--- config.mk ---
export PLATFORM = sky130hd
export DESIGN_NAME = consensus_score_duplicate_pick_top
export DESIGN_NICKNAME = d
export VERILOG_FILES = /design/src/sv/csdp_pkg.sv /design/src/sv/consensus_score_duplicate_pick_top.sv /design/src/sv/csdp_datapath.sv /design/src/sv/csdp_ctrl.sv /design/src/sv/csdp_last.sv
export SDC_FILE = /design/constraint.sdc
export NUM_CORES = 2
export LEC_CHECK = 0
export ABC_AREA = 0
export BUFFER_PORTS_ARGS = -buffer_cell sky130_fd_sc_hd__buf_2
export CAP_MARGIN = 20
export CORE_ASPECT_RATIO = 0.7
export CORE_MARGIN = 3
export CORE_UTILIZATION = 40
export CTS_BUF_LIST = sky130_fd_sc_hd__clkbuf_4
export DETAILED_ROUTE_END_ITERATION = 10
export PLACE_DENSITY = 0.58
export SLEW_MARGIN = 20
export SYNTH_ARGS = -nofsm -noshare
export SYNTH_HDL_FRONTEND = slang
export SYNTH_HIERARCHICAL = 1
export SYNTH_SLANG_ARGS = --single-unit
--- constraint.sdc ---
create_clock -name i_clk -period 22 [get_ports i_clk]
set_clock_uncertainty 0.1 [all_clocks]
set_input_delay 1.1 -clock i_clk [delete_from_list [all_inputs] [get_ports i_clk]]
set_output_delay 1.1 -clock i_clk [all_outputs]
set_load 0.005 [all_outputs]
--- src/sv/csdp_pkg.sv ---
// ----------------------------------------------------------------------------
// csdp_pkg
// Shared types, constants and tables for the consensus score block.
// ----------------------------------------------------------------------------
package csdp_pkg;

    localparam int MAX_ROWS      = 32;
    localparam int FRACTION_BITS = 16;
    localparam int ROW_W         = 5;
    localparam int RES_W         = 3;
    localparam int GRP_W         = 5;
    localparam int CODE_W        = 4;
    localparam int SCORE_W       = 33;
    localparam int CNT_W         = 6;

    localparam logic [SCORE_W-1:0] SCORE_MAX   = {SCORE_W{1'b1}};
    localparam logic [SCORE_W-1:0] SCORE_TWO   = SCORE_W'(2) << FRACTION_BITS;
    localparam logic [SCORE_W-1:0] SCORE_ONE   = SCORE_W'(1) << FRACTION_BITS;
    localparam logic [63:0] THIRD_SCALED32     = 64'd1782572486;
    localparam logic [63:0] THIRD_RND          =
        (THIRD_SCALED32 + (64'd1 << (31 - FRACTION_BITS))) >> (32 - FRACTION_BITS);
    localparam logic [SCORE_W-1:0] SCORE_THIRD = THIRD_RND[SCORE_W-1:0];

    localparam logic [CODE_W-1:0] CODE_N = 4'd14;
    localparam logic [RES_W-1:0]  RES_N  = 3'd4;

    typedef struct packed {
        logic [ROW_W-1:0] row;
        logic [RES_W-1:0] residue_code;
        logic [GRP_W-1:0] group_id;
        logic             last_in_column;
        logic             last_column;
    } t_in;

    typedef struct packed {
        logic               kind;
        logic [CODE_W-1:0]  consensus_code;
        logic [ROW_W-1:0]   row_out;
        logic [SCORE_W-1:0] row_score;
        logic               keep;
        logic               last;
    } t_out;

    // controller -> datapath
    typedef struct packed {
        logic             load;       // store accepted item
        logic             clr_block;  // zero scores and block mask at block start
        logic             cons;       // form consensus
        logic             score;      // score row at idx
        logic             clr_col;    // drop column mask and base counts
        logic             cmp_load;   // latch row r for verdict
        logic             cmp_step;   // compare against row q
        logic [ROW_W-1:0] idx;
    } t_cmd;

    typedef struct packed {
        logic             col_hit;    // row idx in column mask
        logic             blk_hit;    // row idx in block mask
        logic             blk_more;   // a later row is in the block mask
        logic [CODE_W-1:0] cons_code;
        logic [SCORE_W-1:0] cur_score;
        logic             keep;
    } t_stat;

    function automatic logic [3:0] code_bases(input logic [CODE_W-1:0] c);
        case (c)
            4'd0: code_bases = 4'd1;   4'd1: code_bases = 4'd2;
            4'd2: code_bases = 4'd4;   4'd3: code_bases = 4'd8;
            4'd4: code_bases = 4'd3;   4'd5: code_bases = 4'd5;
            4'd6: code_bases = 4'd9;   4'd7: code_bases = 4'd6;
            4'd8: code_bases = 4'd10;  4'd9: code_bases = 4'd12;
            4'd10: code_bases = 4'd7;  4'd11: code_bases = 4'd11;
            4'd12: code_bases = 4'd13; 4'd13: code_bases = 4'd14;
            default: code_bases = 4'd15;
        endcase
    endfunction

    function automatic logic [CODE_W-1:0] code_of_set(input logic [3:0] s);
        case (s)
            4'd1: code_of_set = 4'd0;  4'd2: code_of_set = 4'd1;
            4'd3: code_of_set = 4'd4;  4'd4: code_of_set = 4'd2;
            4'd5: code_of_set = 4'd5;  4'd6: code_of_set = 4'd7;
            4'd7: code_of_set = 4'd10; 4'd8: code_of_set = 4'd3;
            4'd9: code_of_set = 4'd6;  4'd10: code_of_set = 4'd8;
            4'd11: code_of_set = 4'd11; 4'd12: code_of_set = 4'd9;
            4'd13: code_of_set = 4'd12; 4'd14: code_of_set = 4'd13;
            default: code_of_set = CODE_N;
        endcase
    endfunction

    function automatic logic [SCORE_W-1:0] residue_score(input logic [CODE_W-1:0] cons,
                                                         input logic [RES_W-1:0] res);
        logic [3:0] b;
        logic [2:0] n;
        logic       hit;
        b   = code_bases(cons);
        n   = 3'(b[0]) + 3'(b[1]) + 3'(b[2]) + 3'(b[3]);
        hit = (res <= 3'd3) ? b[res[1:0]] : 1'b0;
        if (cons >= CODE_N || res == RES_N)
            residue_score = '0;
        else if (n == 3'd3)
            residue_score = (res > 3'd3 || hit) ? SCORE_THIRD : '0;
        else if (!hit)
            residue_score = '0;
        else
            residue_score = (n == 3'd1) ? SCORE_TWO : SCORE_ONE;
    endfunction

endpackage

--- src/sv/consensus_score_duplicate_pick_top.sv ---
// ----------------------------------------------------------------------------
// consensus_score_duplicate_pick_top
// IUPAC column consensus, per-row bit scoring and best-of-group verdicts.
// ----------------------------------------------------------------------------
// Usage:
//   Input channel i_valid/o_ready carries one residue per transfer with its
//   row, species group and column/block end flags. Output channel
//   o_valid/i_ready carries results: a consensus code at every column end,
//   then at block end one verdict per row seen in the block, in row order.
//   The last result caused by an input has last set.
// Timing:
//   A residue that does not close a column leaves the sequencer idle and
//   ready for the next one. A column end forms the consensus, emits it,
//   then walks all MAX_ROWS row slots to update the score accumulators.
//   Results pass the sequencer's result register and the output register.
//   A block end then walks the row slots up to the last row present,
//   skipping absent slots and comparing each present row with every slot.
// Reset:
//   i_rst_n low at a clock edge clears the masks, counters and sequencer.
//   Row stores are undefined until written; scores clear at block start.
// Stall:
//   When i_ready is low the held result stays on the outputs and the
//   sequencer waits; no input transfer is taken until the item is done.
// ----------------------------------------------------------------------------
module consensus_score_duplicate_pick_top (
    input  logic           i_clk,
    input  logic           i_rst_n,
    input  logic           i_valid,
    output logic           o_ready,
    input  csdp_pkg::t_in  i_item,
    output logic           o_valid,
    input  logic           i_ready,
    output csdp_pkg::t_out o_item
);
    import csdp_pkg::*;

    t_cmd  cmd;
    t_stat stat;
    logic  ctl_valid, ctl_ready;
    t_out  ctl_item;

    csdp_datapath u_dp (
        .i_clk  (i_clk),
        .i_rst_n(i_rst_n),
        .i_item (i_item),
        .i_cmd  (cmd),
        .o_stat (stat)
    );

    csdp_ctrl u_ctrl (
        .i_clk  (i_clk),
        .i_rst_n(i_rst_n),
        .i_valid(i_valid),
        .o_ready(o_ready),
        .i_item (i_item),
        .i_stat (stat),
        .o_cmd  (cmd),
        .o_valid(ctl_valid),
        .i_ready(ctl_ready),
        .o_item (ctl_item)
    );

    // register each result before the output port
    csdp_last u_last (
        .i_clk  (i_clk),
        .i_rst_n(i_rst_n),
        .i_valid(ctl_valid),
        .o_ready(ctl_ready),
        .i_item (ctl_item),
        .o_valid(o_valid),
        .i_ready(i_ready),
        .o_item (o_item)
    );

endmodule

--- src/sv/csdp_datapath.sv ---
// ----------------------------------------------------------------------------
// csdp_datapath
// Row stores, base counters, score accumulators and the verdict comparator.
// ----------------------------------------------------------------------------
module csdp_datapath (
    input  logic            i_clk,
    input  logic            i_rst_n,
    input  csdp_pkg::t_in   i_item,
    input  csdp_pkg::t_cmd  i_cmd,
    output csdp_pkg::t_stat o_stat
);
    import csdp_pkg::*;

    logic [RES_W-1:0]   r_res   [MAX_ROWS];
    logic [GRP_W-1:0]   r_grp   [MAX_ROWS];
    logic [SCORE_W-1:0] r_score [MAX_ROWS];
    logic [MAX_ROWS-1:0] r_col_mask, r_blk_mask;
    logic [CNT_W-1:0]   r_cnt [5];
    logic [CODE_W-1:0]  r_cons;
    logic [GRP_W-1:0]   r_cmp_grp;
    logic [SCORE_W-1:0] r_cmp_score;
    logic [ROW_W-1:0]   r_cmp_row;
    logic               r_keep;

    logic [CNT_W-1:0]   top;
    logic [3:0]         set;
    logic [CODE_W-1:0]  cons_now;
    logic [SCORE_W:0]   sum;
    logic [MAX_ROWS-1:0] above;

    // consensus from counts
    always_comb begin
        top = r_cnt[0];
        for (int i = 1; i < 5; i++)
            if (r_cnt[i] > top) top = r_cnt[i];
        for (int i = 0; i < 4; i++)
            set[i] = (r_cnt[i] == top);
        cons_now = (r_cnt[4] == top) ? CODE_N : code_of_set(set);
    end

    assign sum = {1'b0, r_score[i_cmd.idx]} +
                 {1'b0, residue_score(r_cons, r_res[i_cmd.idx])};
    assign above = ({MAX_ROWS{1'b1}} << i_cmd.idx) << 1;

    always_ff @(posedge i_clk) begin
        if (!i_rst_n) begin
            r_col_mask <= '0;
            r_blk_mask <= '0;
            for (int i = 0; i < 5; i++) r_cnt[i] <= '0;
        end else begin
            if (i_cmd.clr_block)
                for (int i = 0; i < MAX_ROWS; i++) r_score[i] <= '0;
            if (i_cmd.load) begin
                // undo a replaced residue, then count the new one
                if (!(r_col_mask[i_item.row] && r_res[i_item.row] == i_item.residue_code))
                begin
                    if (r_col_mask[i_item.row] && r_res[i_item.row] < 3'd5)
                        r_cnt[r_res[i_item.row]] <= r_cnt[r_res[i_item.row]] - CNT_W'(1);
                    if (i_item.residue_code < 3'd5)
                        r_cnt[i_item.residue_code] <=
                            r_cnt[i_item.residue_code] + CNT_W'(1);
                end
                r_res[i_item.row] <= i_item.residue_code;
                r_grp[i_item.row] <= i_item.group_id;
                r_col_mask[i_item.row] <= 1'b1;
                r_blk_mask <= (i_cmd.clr_block ? '0 : r_blk_mask) |
                              (MAX_ROWS'(1) << i_item.row);
            end
            if (i_cmd.cons) r_cons <= cons_now;
            if (i_cmd.score && r_col_mask[i_cmd.idx])
                r_score[i_cmd.idx] <= sum[SCORE_W] ? SCORE_MAX : sum[SCORE_W-1:0];
            if (i_cmd.clr_col) begin
                r_col_mask <= '0;
                for (int i = 0; i < 5; i++) r_cnt[i] <= '0;
            end
            if (i_cmd.cmp_load) begin
                r_cmp_row   <= i_cmd.idx;
                r_cmp_grp   <= r_grp[i_cmd.idx];
                r_cmp_score <= r_score[i_cmd.idx];
                r_keep      <= 1'b1;
            end
            if (i_cmd.cmp_step && r_blk_mask[i_cmd.idx] && i_cmd.idx != r_cmp_row
                && r_grp[i_cmd.idx] == r_cmp_grp
                && (r_score[i_cmd.idx] > r_cmp_score
                    || (r_score[i_cmd.idx] == r_cmp_score && i_cmd.idx < r_cmp_row)))
                r_keep <= 1'b0;
        end
    end

    assign o_stat.col_hit   = r_col_mask[i_cmd.idx];
    assign o_stat.blk_hit   = r_blk_mask[i_cmd.idx];
    assign o_stat.blk_more  = |(r_blk_mask & above);
    assign o_stat.cons_code = r_cons;
    assign o_stat.cur_score = r_cmp_score;
    assign o_stat.keep      = r_keep;

endmodule

--- src/sv/csdp_ctrl.sv ---
// ----------------------------------------------------------------------------
// csdp_ctrl
// Sequencer: load, consensus, score walk, verdict walk, output hold.
// ----------------------------------------------------------------------------
module csdp_ctrl (
    input  logic            i_clk,
    input  logic            i_rst_n,
    input  logic            i_valid,
    output logic            o_ready,
    input  csdp_pkg::t_in   i_item,
    input  csdp_pkg::t_stat i_stat,
    output csdp_pkg::t_cmd  o_cmd,
    output logic            o_valid,
    input  logic            i_ready,
    output csdp_pkg::t_out  o_item
);
    import csdp_pkg::*;

    typedef enum logic [2:0] {
        S_IDLE, S_CONS, S_EMIT_C, S_SCORE, S_VLOAD, S_VCMP, S_EMIT_V
    } t_state;

    t_state           r_state;
    logic             r_in_block, r_blk_end, r_valid;
    logic [ROW_W-1:0] r_r, r_q;
    t_out             r_out;
    logic             accept;
    logic             last_slot;

    assign o_ready = (r_state == S_IDLE) && !r_valid;
    assign accept  = i_valid && o_ready;
    assign o_valid = r_valid;
    assign o_item  = r_out;
    assign last_slot = (r_r == ROW_W'(MAX_ROWS - 1));

    always_comb begin
        o_cmd = '0;
        o_cmd.load      = accept;
        o_cmd.clr_block = accept && !r_in_block;
        case (r_state)
            S_CONS:  o_cmd.cons = 1'b1;
            S_SCORE: begin
                o_cmd.idx   = r_r;
                o_cmd.score = 1'b1;
                o_cmd.clr_col = last_slot;
            end
            S_VLOAD: begin
                o_cmd.idx      = r_r;
                o_cmd.cmp_load = 1'b1;
            end
            S_VCMP: begin
                o_cmd.idx      = r_q;
                o_cmd.cmp_step = 1'b1;
            end
            default: o_cmd.idx = r_r;
        endcase
    end

    always_ff @(posedge i_clk) begin
        if (!i_rst_n) begin
            r_state    <= S_IDLE;
            r_in_block <= 1'b0;
            r_blk_end  <= 1'b0;
            r_valid    <= 1'b0;
            r_r        <= '0;
            r_q        <= '0;
        end else begin
            if (r_valid && i_ready) r_valid <= 1'b0;
            case (r_state)
                S_IDLE: if (accept) begin
                    r_in_block <= 1'b1;
                    if (i_item.last_in_column) begin
                        r_blk_end <= i_item.last_column;
                        r_state   <= S_CONS;
                    end
                end
                S_CONS: r_state <= S_EMIT_C;
                S_EMIT_C: if (!r_valid) begin
                    r_out   <= '{kind: 1'b0, consensus_code: i_stat.cons_code, row_out: '0,
                                 row_score: '0, keep: 1'b0, last: !r_blk_end};
                    r_valid <= 1'b1;
                    r_r     <= '0;
                    r_state <= S_SCORE;
                end
                S_SCORE: begin
                    if (last_slot) begin
                        r_r <= '0;
                        if (r_blk_end) begin
                            r_in_block <= 1'b0;
                            r_state    <= S_VLOAD;
                        end else begin
                            r_state <= S_IDLE;
                        end
                    end else begin
                        r_r <= r_r + ROW_W'(1);
                    end
                end
                S_VLOAD: begin
                    // skip rows not seen in this block
                    if (i_stat.blk_hit) begin
                        r_q     <= '0;
                        r_state <= S_VCMP;
                    end else if (!last_slot) begin
                        r_r <= r_r + ROW_W'(1);
                    end else begin
                        r_r     <= '0;
                        r_state <= S_IDLE;
                    end
                end
                S_VCMP: begin
                    if (r_q == ROW_W'(MAX_ROWS - 1))
                        r_state <= S_EMIT_V;
                    else
                        r_q <= r_q + ROW_W'(1);
                end
                S_EMIT_V: if (!r_valid) begin
                    // the verdict is final when no later row is in the block
                    r_out   <= '{kind: 1'b1, consensus_code: '0, row_out: r_r,
                                 row_score: i_stat.cur_score, keep: i_stat.keep,
                                 last: !i_stat.blk_more};
                    r_valid <= 1'b1;
                    if (i_stat.blk_more) begin
                        r_r     <= r_r + ROW_W'(1);
                        r_state <= S_VLOAD;
                    end else begin
                        r_r     <= '0;
                        r_state <= S_IDLE;
                    end
                end
                default: r_state <= S_IDLE;
            endcase
        end
    end

endmodule

--- src/sv/csdp_last.sv ---
// ----------------------------------------------------------------------------
// csdp_last
// Output stage: one result register between the sequencer and the port.
// ----------------------------------------------------------------------------
module csdp_last (
    input  logic           i_clk,
    input  logic           i_rst_n,
    input  logic           i_valid,
    output logic           o_ready,
    input  csdp_pkg::t_out i_item,
    output logic           o_valid,
    input  logic           i_ready,
    output csdp_pkg::t_out o_item
);
    import csdp_pkg::*;

    t_out r_out;
    logic r_valid;

    assign o_valid = r_valid;
    assign o_item  = r_out;
    assign o_ready = !r_valid || i_ready;

    always_ff @(posedge i_clk) begin
        if (!i_rst_n) begin
            r_valid <= 1'b0;
        end else if (o_ready) begin
            r_valid <= i_valid;
            if (i_valid) r_out <= i_item;
        end
    end

endmodule
Word level (Yosys, flattened, before mapping)

Memories as Yosys holds them, arrays and structs flattened. A register that Yosys moved wholly into a read port is not among the register bits.
Index checks and enable logic that the tools add are counted.

Reduce and logical (&&, ||, !) cells: 44
$mul: 0
Multiplexer cells: 95
Bitwise gates (word level): 9
Shift operators: 2
Equality and inequality tests: 31
Divide/modulo/power cells: 0
Add/sub/neg operators: 8
Order comparisons: 15

Operators with widths:

| kind                                                                | count |
|---|---|
| 33-bit 2-to-1 mux                                                   | 5 |
| 45-bit 2-to-1 mux                                                   | 2 |
| 45-bit one-hot mux with 2 select lines                              | 1 |
| 6-bit 2-to-1 mux                                                    | 11 |
| 32-bit bitwise OR                                                   | 2 |
| 1-bit 2-to-1 mux                                                    | 42 |
| 5-bit 2-to-1 mux                                                    | 8 |
| 3-bit 2-to-1 mux                                                    | 12 |
| 33-bit by 33-bit adder with 34-bit output                           | 1 |
| 33-bit == test                                                      | 1 |
| 33-bit greater-than comparator                                      | 1 |
| 33-bit OR reduction                                                 | 1 |
| 32-bit bitwise AND                                                  | 1 |
| 32-bit 2-to-1 mux                                                   | 1 |
| 32-bit OR reduction                                                 | 1 |
| 1-bit by 5-bit << shifter with 32-bit output, first input constant  | 1 |
| 32-bit by 5-bit << shifter with 31-bit output, first input constant | 1 |
| 6-bit == test                                                       | 5 |
| 6-bit greater-than comparator                                       | 4 |
| 3-bit one-hot mux with 7 select lines                               | 1 |
| 5-bit one-hot mux with 2 select lines                               | 2 |
| 5-bit one-hot mux with 4 select lines                               | 1 |
| 18-bit 2-to-1 mux                                                   | 1 |
| 1-bit binary-select mux with 5-bit select                           | 3 |
| 42 further kinds                                                    | 95 |

Bits in latches: 0
Memory bits (read-only): 128
Flip-flop bits (word level): 215
Output and inout port bits: 47
Memory bits (writable): 1342
Word-level logic and storage cells: 235
Memories: 6

Memories:

| name             | depth | width | read ports | clocked after Yosys merged registers in | write ports | line                | text |
|---|---|---|---|---|---|---|---|
| u_dp.r_score     | 32    | 33    | 1          | 0                                       | 32          | csdp_datapath.sv:16 | `logic [SCORE_W-1:0] r_score [MAX_ROWS];` |
| u_dp.r_grp       | 32    | 5     | 1          | 0                                       | 1           | csdp_datapath.sv:15 | `logic [GRP_W-1:0] r_grp [MAX_ROWS];` |
| u_dp.r_res       | 32    | 3     | 2          | 0                                       | 1           | csdp_datapath.sv:14 | `logic [RES_W-1:0] r_res [MAX_ROWS];` |
| (name not given) | 16    | 4     | 1          | 0                                       | 0           | csdp_pkg.sv:66      | `case (c)` |
| (name not given) | 16    | 4     | 1          | 1                                       | 0           | csdp_pkg.sv:79      | `case (s)` |
| u_dp.r_cnt       | 5     | 6     | 7          | 0                                       | 5           | csdp_datapath.sv:18 | `logic [CNT_W-1:0] r_cnt [5];` |

Logic depth before layout (Yosys ltp)

An unclocked memory read counts as a cell.

Depth in word-level cells: 13
Gate-level depth with buffers: 44

By module

The synthesis kept the hierarchy.

By module, submodules not included:

| module        | area an instance (um^2) | times used | cells an instance |
|---|---|---|---|
| csdp_datapath | 67129.4                 | 1          | 4621 |
| csdp_ctrl     | 2826.5                  | 1          | 242 |
| csdp_last     | 1402.6                  | 1          | 50 |

Worst setup path after synthesis

No wires, ideal clock.

Path type: register to register
From: mem u_dp.r_cnt[0][2]
To: reg u_dp.r_cons[0] (data pin)
Period minus slack after synthesis: 8.570 ns
Stages on the path, launching flop included: 42
Setup time: 0.259 ns
Setup slack: 13.430 ns
Required time: 21.641 ns
Arrival: 8.211 ns
Cell sequence: edfxtp_1 clkbuf_1 inv_1 ha_1 and4_1 nand3_1 nand2_1 mux2_2 inv_1 ha_1 o2111ai_1 a211oi_1 a21o_1 nor2_4 a21o_1 ha_1 nor2b_1 o21a_1 [6 not listed] nor2_1 ha_1 nor2b_1 o21a_1 o21a_1 o21ai_0 a21o_1 mux2i_1 nor2_1 nor4_1 o41a_1 inv_1 a2111oi_4 inv_2 ha_1 o211ai_1 o31ai_1 o31a_1

RTL lines:

| element            | line                | text |
|---|---|---|
| start: declaration | csdp_datapath.sv:18 |  |
| end: declaration   | csdp_datapath.sv:19 | `logic [CODE_W-1:0] r_cons;` |

==> reports/results.tsv <==
stage	metric	value	unit
finish	regArea	46600	um^2
run	max_cap_viol_count	0	
floorplan	initial_core_util	40.3	%
timing	setup_viol	0	
setup_path	cp.buffers_inverters	5	
grt	grtUsageMet1	35.5	%
power	seq_power_share	52.7	%
drt	routed_wl	214000	um
power	vdd_drop_max	0.0000584	V
finish	fill_cells	15900	
logic_synthesis	synthCells	4913	
timing	fin_crit	10.50	ns
cts	clockRootBuffer	clkbuf_4	
setup_path	critPathRequiredTime	22.94	ns
logic_synthesis	synth_flop_cell	edfxtp_1	
drt	postRouteAntennaNets	0	
floorplan	die_area	184000	um^2
cts	clk_latency	1.35	ns
power	p_leak	26.6	nW
drt	wl_per_cell	27.6	um
logic_synthesis	synth_common_cells	1498 x edfxtp_1, 1196 x nor2_1, 405 x mux4_2, 194 x buf_2, 173 x a22oi_1	
drt	firstDrtPassIters	6	
grt	grt_antenna_before_repair	6	
cts	cts_resized	0	
logic_synthesis	synth_seq_cells	1579	
logic_synthesis	synthArstFlopShare	0	%
power	clock_power_share	36.7	%
grt	grt_pass1_vias	44700	
placed_design	post-place-ws	11.52	ns
logic_synthesis	synth_area	71400	um^2
grt	grt_max_degree	92	
worst_hold_path	min-delay-start	i_item[5]	
logic_synthesis	synth-xor-area-share	0.700	%
grt	busiest_layer	met1	
logic_synthesis	yosysTopAreaCellShare	63.0	%
setup_path	cp_slowest_cell	o21ai_4	
finish	nets	5270	
worst_hold_path	whs_endpoint	u_dp/r_grp[30][3]$_DFFE_PP_	
setup_path	startpoint_type	flip-flop	
placed_design	dp.cells	7104	
setup_path	path_class	reg2reg	
cts	clkSinkCount	1579	
power	p_switching	1.72	mW
logic_synthesis	ys_top_cells_by_area	edfxtp_1 63%, mux4_2 13%, nor2_1 6.3%	
cts	path_clk_slew	0.07	ns
timing	slew_viol_final	0	
cts	tritoncts	done	
floorplan	die_y	359	um
status	status	completed	
setup_path	cp_common_cell	buf_4	
worst_hold_path	hold_depth	1	
timing	max_freq	0.0952	GHz
timing	setup_slack	11.50	ns
placed_design	numPortBuffers	65	
timing	grt_setup_unrepaired	no	
grt	grt-ovfl-total	0	
setup_path	arrival	11.45	ns
power	cellPowerDensity	83.7	nW/um^2
logic_synthesis	synthAdderAreaFrac	1.52	%
grt	grt.total_usage	23.0	%
logic_synthesis	synth.distinct_cells	115	
logic_synthesis	synth_top_family_by_area	multiplexers	
timing	min_period_over_period	47.7	%
setup_path	worstSetupEndpointType	flip-flop	
setup_path	cp_max_fo	79	
logic_synthesis	synth_most_common_cell	edfxtp_1	
finish	drive_gt1_share	26.2	%
setup_path	reg2reg_to	u_dp/r_score[17][12]$_SDFFCE_PN0P_	
grt	met3_usage	5.86	%
floorplan	core-area	177000	um^2
setup_path	worstReg2RegStart	u_ctrl/r_state[0]$_SDFFE_PN0P_	
finish	syn_to_final_growth	10.7	%
logic_synthesis	ys_warn_count	6	
setup_path	path_cells	nand2_1 > o21ai_4 > buf_4 > buf_12 > buf_4 > buf_12 > mux4_2 > a22oi_1 > nand4_1 > ha_1 > a41oi_1 > o21ai_1 > a31o_1 > a21oi_1 > o21bai_1 > a21oi_2 > or2_2 > nor2_4 > nor2_2 > buf_4 > nor2_1	
setup_path	worstRegToRegCells	21	
cts	cts_buffers	411	
logic_synthesis	yosysSeqAreaShare	65.3	%
grt	use_met2	32.5	%
setup_path	path_delay_family	compound AO/OA/AOI/OAI gates	
cts	clk_path_buf_depth	4	
finish	final_cell_count_no_fill	7781	
cts	ctsHtreeMaxLevel	5	
worst_hold_path	hold_path.class	in2reg	
timing	tns	0	ns
logic_synthesis	synth_edf_count	1498	
placed_design	place.gp.congestion	0.857	
timing	slew_headroom	21.1	%
floorplan	die_x	511	um
finish	multiInputGateArea	22700	um^2
logic_synthesis	yosys.area_share.simple	10.3	%
setup_path	reg2reg_setup_slack	11.50	ns
timing	worst_pin_slew	1.18	ns
setup_path	cpPeakStageDelay	0.90	ns
floorplan	rows	129	
logic_synthesis	syn_avg_cell_area	14.5	um^2
grt	grt_first_pass_wirelength	311000	um
logic_synthesis	synth_mux_area_share	13.4	%
drt	drtIter0Drc	5914	
power	swShare	25.9	%
drt	vias	45800	
power	internal_power	4.90	mW
timing	hold_viol	0	
power	pwr-share-comb	10.6	%
floorplan	ios	66	
logic_synthesis	synth_compound_area_share	5.42	%
placed_design	hpwl	127000	um
drt	vias_per_cell	5.89	
drt	post-route-drc-count	0	
logic_synthesis	yosysTopAreaCell	edfxtp_1	
-- kinds of logic after synthesis --
logic type / count (synthesis)
compound gates: 538
buf+inv: 507
flops: 1579
simple gates: 1701
xor+xnor: 57
other cells: 1
mux: 444
fa+ha+maj: 86
-- through the flow --
step	util [%]	hold WS (ns)	cell area [um^2]	power, mW
2_1_floorplan	-	0.300	71400	3.98
3_3_place_gp	41.9	0.302	74100	4.22
3_5_place_dp	41.9	0.305	74100	4.23
4_1_cts	44.6	0.0378	79000	6.66
5_1_grt	44.7	0.0828	79000	6.88
6_report	44.7	0.184	79000	6.61
-- cells in the final DEF, fill, tap and decap left out, drive strengths merged, types with 39 or more instances in the layout --
cell       n
clkbuf   602
inv      116
nand2    181
o21ai     59
clkinv    51
dfxtp     81
buf      218
a21oi     95
nor2    1221
mux4     405
edfxtp  1498
nand4     60
nor2b     39
a22oi    173
and2      52
ha        85
-- worst reg2reg max path: stages (launching register included) --
cell      delay, ns
dfxtp_1        0.80
nand2_1        0.56
o21ai_4        0.90
buf_4          0.67
buf_12         0.58
buf_4          0.82
buf_12         0.59
mux4_2         0.65
a22oi_1        0.86
nand4_1        0.44
ha_1           0.51
a41oi_1        0.15
o21ai_1        0.23
a31o_1         0.16
a21oi_1        0.09
o21bai_1       0.25
a21oi_2        0.13
or2_2          0.40
nor2_4         0.84
nor2_2         0.08
buf_4          0.31
nor2_1         0.15
-- layout make-up --
type,instances,share of cell area [%]
Clock inverter,62,0.369
Clock buffer,602,5.72
Tap cell,2358,3.73
Antenna cell,7,0.0222
Timing Repair Buffer,221,1.99
Inverter,108,0.513
Sequential cell,1579,59.0
Multi-Input combinational cell,2844,28.7
-- registers in the layout, summed over array words and instances, names as in the netlist, 3 cells and up --
register and flops:
u_ctrl/o_item 45, u_ctrl/r_q 5, u_ctrl/r_r 5, u_ctrl/r_state 3, u_dp/r_blk_mask 32, u_dp/r_cmp_grp 5
u_dp/r_cmp_row 5, u_dp/r_cmp_score 33, u_dp/r_cnt 48, u_dp/r_col_mask 32, u_dp/r_cons 4, u_dp/r_grp 160
u_dp/r_res 96, u_dp/r_score 1056, u_last/o_item 45
-- metal layers --
metal / vias to the layer above / part of all wire (%)
li1: 19200 / -
met1: 23500 / 44
met2: 2804 / 42
met3: 286 / 12
met4: 0 / 1.5
met5: - / 0
-- repair_timing --
item,4_1_cts,5_1_grt
hold buffers,3,0
buffers inserted,0,0
hold endpoints to repair,4,0
-- power by group through the flow --
stage / Clock, mW / Sequential [mW] / Combinational (mW)
2_1_floorplan: 0 / 3.52 / 0.461
3_3_place_gp: 0 / 3.54 / 0.676
3_5_place_dp: 0 / 3.55 / 0.685
4_1_cts: 2.49 / 3.48 / 0.688
5_1_grt: 2.64 / 3.49 / 0.747
6_report: 2.43 / 3.48 / 0.701
-- worst max path at each step --
stage / startpoint / end / slack (ns) / cells after the start
5_1_grt: u_ctrl/r_state[0]$_SDFFE_PN0P_ / u_dp/r_score[24][14]$_SDFFCE_PN0P_ / 10.78 / 20
2_1_floorplan: u_dp/r_cnt[0][2]$_DFFE_PP_ / u_dp/r_cons[0]$_SDFFCE_PN0P_ / 13.43 / 41
4_1_cts: u_ctrl/r_state[0]$_SDFFE_PN0P_ / u_dp/r_score[17][12]$_SDFFCE_PN0P_ / 11.52 / 21
3_3_place_gp: u_ctrl/r_state[0]$_SDFFE_PN0P_ / u_dp/r_score[22][14]$_SDFFCE_PN0P_ / 11.65 / 20
3_5_place_dp: u_ctrl/r_state[0]$_SDFFE_PN0P_ / u_dp/r_score[17][26]$_SDFFCE_PN0P_ / 11.52 / 21
6_report: u_ctrl/r_state[0]$_SDFFE_PN0P_ / u_dp/r_score[17][12]$_SDFFCE_PN0P_ / 11.50 / 21
Note: power is estimated with default switching activity, not from simulation.
